==> src/sv/lr_pkg.sv <==
package lr_pkg;

   // Coordinate width of endpoints and pixels
   localparam int COORD_BITS = 16;
   // Error term: twice a magnitude plus sign and headroom
   localparam int ERR_BITS = COORD_BITS + 3;
   // Canvas size registers
   localparam int DIM_BITS = 13;
   localparam int COLOR_BITS = 24;
   // Width for comparing a coordinate against a canvas size
   localparam int CMP_BITS = (COORD_BITS > DIM_BITS) ? COORD_BITS : DIM_BITS;

   typedef enum logic [0:0] {
      MODE_START = 1'b0,
      MODE_STEP  = 1'b1
   } mode_type;

   typedef enum logic [0:0] {
      CSR_CANVAS_WIDTH  = 1'b0,
      CSR_CANVAS_HEIGHT = 1'b1
   } csr_index_type;

   // Per-line stepping state
   typedef struct packed {
      logic signed [COORD_BITS-1:0] x;
      logic signed [COORD_BITS-1:0] y;
      logic signed [ERR_BITS-1:0]   err;
      logic [COORD_BITS-1:0]        major;
      logic [COORD_BITS-1:0]        minor;
      logic [COORD_BITS-1:0]        remaining;
      logic                         x_major;
      logic                         x_neg;
      logic                         y_neg;
      logic [COLOR_BITS-1:0]        color;
   } line_state_type;

   typedef struct packed {
      logic signed [COORD_BITS-1:0] x;
      logic signed [COORD_BITS-1:0] y;
      logic [COLOR_BITS-1:0]        color;
      logic                         in_canvas;
      logic                         last;
   } pixel_type;

   typedef struct packed {
      logic fire;
      logic is_start;
   } step_ctrl_type;

endpackage

==> src/sv/lr_setup.sv <==
module lr_setup (
   input  logic signed [lr_pkg::COORD_BITS-1:0] start_x,
   input  logic signed [lr_pkg::COORD_BITS-1:0] start_y,
   input  logic signed [lr_pkg::COORD_BITS-1:0] end_x,
   input  logic signed [lr_pkg::COORD_BITS-1:0] end_y,
   input  logic [lr_pkg::COLOR_BITS-1:0]        color,
   output lr_pkg::line_state_type               setup
);
   import lr_pkg::*;

   logic signed [COORD_BITS:0] dx;
   logic signed [COORD_BITS:0] dy;
   logic [COORD_BITS:0]        adx_w;
   logic [COORD_BITS:0]        ady_w;
   logic [COORD_BITS-1:0]      adx;
   logic [COORD_BITS-1:0]      ady;

   // Signed deltas, one bit wider so they cannot overflow
   assign dx = $signed({end_x[COORD_BITS-1], end_x}) - $signed({start_x[COORD_BITS-1], start_x});
   assign dy = $signed({end_y[COORD_BITS-1], end_y}) - $signed({start_y[COORD_BITS-1], start_y});

   // Magnitudes always fit in COORD_BITS
   assign adx_w = dx[COORD_BITS] ? (~dx + 1'b1) : dx;
   assign ady_w = dy[COORD_BITS] ? (~dy + 1'b1) : dy;
   assign adx   = adx_w[COORD_BITS-1:0];
   assign ady   = ady_w[COORD_BITS-1:0];

   always_comb begin
      setup.x       = start_x;
      setup.y       = start_y;
      // zero delta counts as a negative direction
      setup.x_neg   = dx[COORD_BITS] || (dx == '0);
      setup.y_neg   = dy[COORD_BITS] || (dy == '0);
      setup.x_major = (adx >= ady);
      setup.major   = setup.x_major ? adx : ady;
      setup.minor   = setup.x_major ? ady : adx;
      // e = 2*minor - major
      setup.err     = $signed(ERR_BITS'({setup.minor, 1'b0}) - ERR_BITS'(setup.major));
      setup.remaining = setup.major;
      setup.color   = color;
   end

endmodule

==> src/sv/lr_stepper.sv <==
module lr_stepper (
   input  logic                          clock,
   input  logic                          reset,
   input  lr_pkg::step_ctrl_type         ctrl,
   input  lr_pkg::line_state_type        setup,
   input  logic [lr_pkg::DIM_BITS-1:0]   canvas_width,
   input  logic [lr_pkg::DIM_BITS-1:0]   canvas_height,
   output logic                          produce,
   output lr_pkg::pixel_type             pixel
);
   import lr_pkg::*;

   line_state_type              line_ff;
   line_state_type              line_in;
   line_state_type              cur;
   logic                        active_ff;
   logic                        active_in;
   logic                        minor_neg;
   logic                        take;
   logic                        err_pos;
   logic signed [ERR_BITS-1:0]  err_next;
   logic signed [COORD_BITS-1:0] x_next;
   logic signed [COORD_BITS-1:0] y_next;

   // A start uses the freshly set up line, a step the held one
   assign cur     = ctrl.is_start ? setup : line_ff;
   assign produce = ctrl.is_start || active_ff;

   // Pixel for the current position
   always_comb begin
      pixel.x         = cur.x;
      pixel.y         = cur.y;
      pixel.color     = cur.color;
      pixel.last      = (cur.remaining == '0);
      pixel.in_canvas = !cur.x[COORD_BITS-1] && !cur.y[COORD_BITS-1] &&
                        (CMP_BITS'(cur.x[COORD_BITS-2:0]) < CMP_BITS'(canvas_width)) &&
                        (CMP_BITS'(cur.y[COORD_BITS-2:0]) < CMP_BITS'(canvas_height));
   end

   // Bresenham decision with the direction-dependent tie rule
   assign minor_neg = cur.x_major ? cur.y_neg : cur.x_neg;
   assign err_pos   = !cur.err[ERR_BITS-1] && (cur.err != '0);
   assign take      = minor_neg ? err_pos : !cur.err[ERR_BITS-1];
   assign err_next  = $signed(cur.err + ERR_BITS'({cur.minor, 1'b0}) -
                              (take ? ERR_BITS'({cur.major, 1'b0}) : ERR_BITS'(0)));
   assign x_next    = cur.x_neg ? (cur.x - 1'b1) : (cur.x + 1'b1);
   assign y_next    = cur.y_neg ? (cur.y - 1'b1) : (cur.y + 1'b1);

   // Next line state
   always_comb begin
      line_in   = line_ff;
      active_in = active_ff;
      if (ctrl.fire && produce) begin
         line_in   = cur;
         active_in = !pixel.last;
         if (!pixel.last) begin
            if (cur.x_major || take) begin
               line_in.x = x_next;
            end
            if (!cur.x_major || take) begin
               line_in.y = y_next;
            end
            line_in.err       = err_next;
            line_in.remaining = cur.remaining - 1'b1;
         end
      end
   end

   always_ff @(posedge clock) begin
      if (reset) begin
         active_ff <= 1'b0;
      end else begin
         active_ff <= active_in;
      end
   end

   always_ff @(posedge clock) begin
      line_ff <= line_in;
   end

endmodule

==> src/sv/line_rasterizer.sv <==
// A request accepted into the input register passes on to the result register,
// which drives rsp_valid and holds the pixel while rsp_stall is high.
// Throughput: one request per cycle while rsp_stall does not hold a pixel; a
// step request with no active line gives no pixel.
// Reset (synchronous): drops the active line, clears both valid flags and
// sets the canvas to 640 x 480.
module line_rasterizer (
   input  logic                                clock,
   input  logic                                reset,
   input  logic                                req_valid,
   output logic                                req_stall,
   input  lr_pkg::mode_type                    req_mode,
   input  logic signed [lr_pkg::COORD_BITS-1:0] req_start_x,
   input  logic signed [lr_pkg::COORD_BITS-1:0] req_start_y,
   input  logic signed [lr_pkg::COORD_BITS-1:0] req_end_x,
   input  logic signed [lr_pkg::COORD_BITS-1:0] req_end_y,
   input  logic [lr_pkg::COLOR_BITS-1:0]        req_color,
   output logic                                rsp_valid,
   input  logic                                rsp_stall,
   output logic signed [lr_pkg::COORD_BITS-1:0] rsp_pixel_x,
   output logic signed [lr_pkg::COORD_BITS-1:0] rsp_pixel_y,
   output logic [lr_pkg::COLOR_BITS-1:0]        rsp_pixel_color,
   output logic                                rsp_inside_res,
   output logic                                rsp_last,
   input  logic                                csr_wr_en,
   input  lr_pkg::csr_index_type               csr_index,
   input  logic [lr_pkg::DIM_BITS-1:0]          csr_wr_data
);
   import lr_pkg::*;

   logic                         in_valid_ff;
   logic                         in_valid_in;
   mode_type                     in_mode_ff;
   logic signed [COORD_BITS-1:0] in_start_x_ff;
   logic signed [COORD_BITS-1:0] in_start_y_ff;
   logic signed [COORD_BITS-1:0] in_end_x_ff;
   logic signed [COORD_BITS-1:0] in_end_y_ff;
   logic [COLOR_BITS-1:0]        in_color_ff;
   logic                         out_valid_ff;
   logic                         out_valid_in;
   pixel_type                    out_ff;
   pixel_type                    pixel;
   line_state_type               setup;
   step_ctrl_type                ctrl;
   logic                         produce;
   logic                         out_free;
   logic                         req_take;
   logic [DIM_BITS-1:0]          width_ff;
   logic [DIM_BITS-1:0]          height_ff;

   // Handshake: the input register moves on when the result slot is free
   assign out_free      = !out_valid_ff || !rsp_stall;
   assign ctrl.fire     = in_valid_ff && out_free;
   assign ctrl.is_start = (in_mode_ff == MODE_START);
   assign req_stall     = in_valid_ff && !out_free;
   assign req_take      = req_valid && !req_stall;

   always_comb begin
      in_valid_in = in_valid_ff;
      if (req_take) begin
         in_valid_in = 1'b1;
      end else if (ctrl.fire) begin
         in_valid_in = 1'b0;
      end
      out_valid_in = out_valid_ff && rsp_stall;
      if (ctrl.fire) begin
         out_valid_in = produce;
      end
   end

   always_ff @(posedge clock) begin
      if (reset) begin
         in_valid_ff  <= 1'b0;
         out_valid_ff <= 1'b0;
      end else begin
         in_valid_ff  <= in_valid_in;
         out_valid_ff <= out_valid_in;
      end
   end

   // Input register
   always_ff @(posedge clock) begin
      if (req_take) begin
         in_mode_ff    <= req_mode;
         in_start_x_ff <= req_start_x;
         in_start_y_ff <= req_start_y;
         in_end_x_ff   <= req_end_x;
         in_end_y_ff   <= req_end_y;
         in_color_ff   <= req_color;
      end
   end

   // Result register
   always_ff @(posedge clock) begin
      if (ctrl.fire && produce) begin
         out_ff <= pixel;
      end
   end

   // Canvas size registers
   always_ff @(posedge clock) begin
      if (reset) begin
         width_ff  <= DIM_BITS'(640);
         height_ff <= DIM_BITS'(480);
      end else if (csr_wr_en) begin
         case (csr_index)
            CSR_CANVAS_WIDTH: begin
               width_ff <= csr_wr_data;
            end
            CSR_CANVAS_HEIGHT: begin
               height_ff <= csr_wr_data;
            end
            default: begin
               width_ff <= width_ff;
            end
         endcase
      end
   end

   lr_setup u_setup (
      .start_x (in_start_x_ff),
      .start_y (in_start_y_ff),
      .end_x   (in_end_x_ff),
      .end_y   (in_end_y_ff),
      .color   (in_color_ff),
      .setup   (setup)
   );

   lr_stepper u_stepper (
      .clock         (clock),
      .reset         (reset),
      .ctrl          (ctrl),
      .setup         (setup),
      .canvas_width  (width_ff),
      .canvas_height (height_ff),
      .produce       (produce),
      .pixel         (pixel)
   );

   assign rsp_valid       = out_valid_ff;
   assign rsp_pixel_x     = out_ff.x;
   assign rsp_pixel_y     = out_ff.y;
   assign rsp_pixel_color = out_ff.color;
   assign rsp_inside_res  = out_ff.in_canvas;
   assign rsp_last        = out_ff.last;

endmodule

==> config.mk <==
export PLATFORM = sky130hd
export DESIGN_NAME = line_rasterizer
export DESIGN_NICKNAME = d
export VERILOG_FILES = /design/src/sv/lr_pkg.sv /design/src/sv/lr_setup.sv /design/src/sv/lr_stepper.sv /design/src/sv/line_rasterizer.sv
export SDC_FILE = /design/constraint.sdc
export NUM_CORES = 1
export LEC_CHECK = 0
export ABC_AREA = 1
export BUFFER_PORTS_ARGS = -buffer_cell sky130_fd_sc_hd__buf_2
export CORE_MARGIN = 1
export CORE_UTILIZATION = 57
export CTS_BUF_LIST = sky130_fd_sc_hd__clkbuf_8
export DETAILED_ROUTE_END_ITERATION = 10
export PLACE_DENSITY = 0.82
export SLEW_MARGIN = 20
export SYNTH_ARGS = -nofsm -noshare
export SYNTH_HDL_FRONTEND = slang
export SYNTH_SLANG_ARGS = --single-unit
==> constraint.sdc <==
create_clock -name clock -period 9.2 [get_ports clock]
set_input_delay 0.92 -clock clock [delete_from_list [all_inputs] [get_ports clock]]
set_output_delay 0.92 -clock clock [all_outputs]
set_load 0.005 [all_outputs]
==> results.json <==
{
  "status": "complete, but fails checks",
  "failed_checks": "setup timing",
  "h-tree-depth": 2,
  "worstHoldPathCells": 0,
  "netlist_instances": 2316,
  "grt_setup_unrepaired": "true",
  "finalHoldViolations": 0,
  "finalSetupTns_ns": -0.02834,
  "grt_usage_pct": 27.69,
  "drv_cap": 0,
  "drt-initial-drc-count": 1282,
  "yosysTopAreaCellShare_pct": 39.63,
  "synth_area_leaders": "edfxtp_1 40%, nand2_1 12%, ha_1 8.4%",
  "layout-drive-gt1-share_pct": 20.17,
  "die_area_um2": 33830,
  "start_kind": "register",
  "dr.pass1.iters": 6,
  "p_per_area_nw_per_um2": 413.6,
  "core_um2": 32540,
  "yosys.cell_types.count": 48,
  "syn_nets": 2572,
  "area_delta_synth_final_pct": 15.89,
  "slowest_stage": "fa_1",
  "ys_seq_area_share_pct": 42.71,
  "clkLatencyLatePin_ns": 0.62,
  "max_stage_delay_ns": 0.59,
  "antenna_cells": 0,
  "grt_max_degree": 76,
  "relSlewSlack_pct": 34.32,
  "crit_arrival_ns": 9.53,
  "io_pins": 168,
  "final_cell_mix": "595 x nand2_1, 377 x inv_1, 249 x edfxtp_1",
  "hold_buffers": 0,
  "route.top_layer_used": "met4",
  "clockRootBuffer": "clkbuf_8",
  "crit_path_frequent_cell": "nand2_1",
  "setup_viol": 1,
  "netlist_area_um2": 18870,
  "grt_pass1_wl_mm": 74.22,
  "numClockSinks": 278,
  "nets": 2801,
  "synth_seq_cells": 278,
  "clock.fmax_ghz": 0.1084,
  "p_total_mw": 9.042,
  "cp_max_fo": 7,
  "numCtsBuffers": 46,
  "tightest_slew_ns": 0.9851,
  "first_global_vias": 15090,
  "reg2reg_depth": 62,
  "worstHoldPathType": "reg -> reg",
  "cts_tree": "done",
  "leakage_nw": 10.71,
  "cts_buffer_depth": 3,
  "yosys_warnings": 0,
  "wl_met3_mm": 3.112,
  "synth_area_leader_cell": "edfxtp_1",
  "gp_congestion": 0.8974,
  "dp_hpwl_mm": 34.94,
  "met1_length_mm": 20.09,
  "wl_per_cell_um": 15.75,
  "synth.avg_cell_area_um2": 8.146,
  "std_cell_rows": 66,
  "worstPathRequired_ns": 9.50,
  "clk_pin_slew_worst_paths_ns": 0.07,
  "ir_worst_vdd_mv": 0.4335,
  "grt-ovfl-total": 0,
  "initial_utilization_pct": 57.99,
  "postRouteAntennaNets": 0,
  "portBuffers": 167,
  "drc": 0,
  "cp-end-kind": "register",
  "vias_per_cell": 5.358,
  "antenna_found_initial": 0,
  "post-route-period-util_pct": 100.3,
  "die_x_um": 183.9,
  "slew_viol_final": 0,
  "die_h_um": 183.9,
  "clock-skew-final_ns": 0.06139,
  "final_common_cell": "nand2_1",
  "dr_wl_met2_mm": 23.00,
  "post-route-min-period_ns": 9.228,
  "wl_mm": 47.57,
  "path_class": "reg -> reg",
  "fin_ws_ns": -0.02834,
  "via_count": 16180
}
where the power goes:
group | switching, mW | internal [mW] | total [mW]
combinational | 3.57 | 2.58 | 6.15
sequential | 0.0356 | 1.74 | 1.78
clock | 0.509 | 0.609 | 1.12
total | 4.11 | 4.93 | 9.04
layer usage:
layer | vias up | GRT usage, %
met5 | - | 0
met1 | 7491 | 36.21
met3 | 102 | 3.784
li1 | 7950 | -
met4 | 0 | 9.100
met2 | 638 | 47.30
cell type report:
type                            count  area (um^2)
Fill cell                        2565        10670
Multi-Input combinational cell   1562         9255
Sequential cell                   278         8058
Timing Repair Buffer              253         1531
Inverter                          404         1530
Clock buffer                       49        674.4
Tap cell                          442        553.0
Clock inverter                     32        262.8
final timing paths:
check                        startpoint                               to  slack, ns
max reg2reg  in_start_y_ff[0]$_DFFE_PP_  u_stepper.line_ff[92]$_DFFE_PP_      -0.03
min           in_color_ff[20]$_DFFE_PP_  u_stepper.line_ff[20]$_DFFE_PP_       0.42
max          in_start_y_ff[0]$_DFFE_PP_  u_stepper.line_ff[92]$_DFFE_PP_      -0.03
min reg2reg   in_color_ff[20]$_DFFE_PP_  u_stepper.line_ff[20]$_DFFE_PP_       0.42
worst max-delay path, delay by kind of cell (launching register included):
family                   cells  cell delay (ns)
buffers and inverters        7             0.52
adder cells (fa/ha/maj)      7             2.47
AND/OR/NAND/NOR             32             3.08
AO/OA/AOI/OAI               13             1.80
XOR/XNOR                     3             0.59
flip-flops                   1             0.44
registers in the layout (all words and copies together), names as in the netlist, 13 cells and up:
signal	count
in_start_x_ff	16
height_ff	13
in_start_y_ff	16
in_color_ff	24
rsp_pixel_y	16
u_stepper.line_ff	126
rsp_pixel_x	16
in_end_y_ff	16
width_ff	13
in_end_x_ff	16
what timing repair did:
| action | CTS | global route |
|---|---|---|
| setup endpoints to repair | 6 | 10 |
| buffers inserted | 5 | 20 |
| gates resized for setup | 18 | 105 |
| pin swaps | 8 | 70 |
| gates cloned | 0 | 2 |
synth_stat cells (all sizes together):
master and instances:
mux2i 1, o211ai 6, o221ai 1, o211a 1, a211oi 3, o21ai 152
nor4 2, o31ai 1, nor3 8, a31oi 4, xor2 66, or2 12
nand3 192, inv 401, nand2 653, fa 22, a21o 5, clkinv 3
ha 126, clkbuf 23, o21a 5, nor2 144, dfxtp 29, o21bai 9
xnor2 11, a21oi 104, nand3b 8, edfxtp 249, and2 5, nand4 20
buf 50
cell families (layout without fill, tap and decap cells):
family	Yosys count	in the layout	synth area share, %
adder cells (fa/ha/maj)	148	148	10.69
XOR/XNOR	77	77	3.574
AO/OA/AOI/OAI	291	291	8.343
AND/OR/NAND/NOR	1044	1045	24.12
multiplexers	1	1	0.05306
buffers and inverters	477	738	10.51
flip-flops	278	278	42.71
stage by stage:
step / hold WS [ns] / cell area [um^2] / setup slack (ns) / cells / util, %
after floorplan: 0.4003 / 18870 / 0.1012 / 2316 / -
after global placement: 0.4008 / 20280 / 0.04626 / 2912 / 62.32
after detailed placement: 0.4045 / 20280 / -0.2476 / 2912 / 62.32
after CTS: 0.4189 / 21280 / 0.001497 / 2998 / 65.42
after global routing: 0.4266 / 21860 / -0.6513 / 3020 / 67.20
final: 0.4189 / 21860 / -0.02834 / 3020 / 67.20
Note: power is estimated with default switching activity, not from simulation.
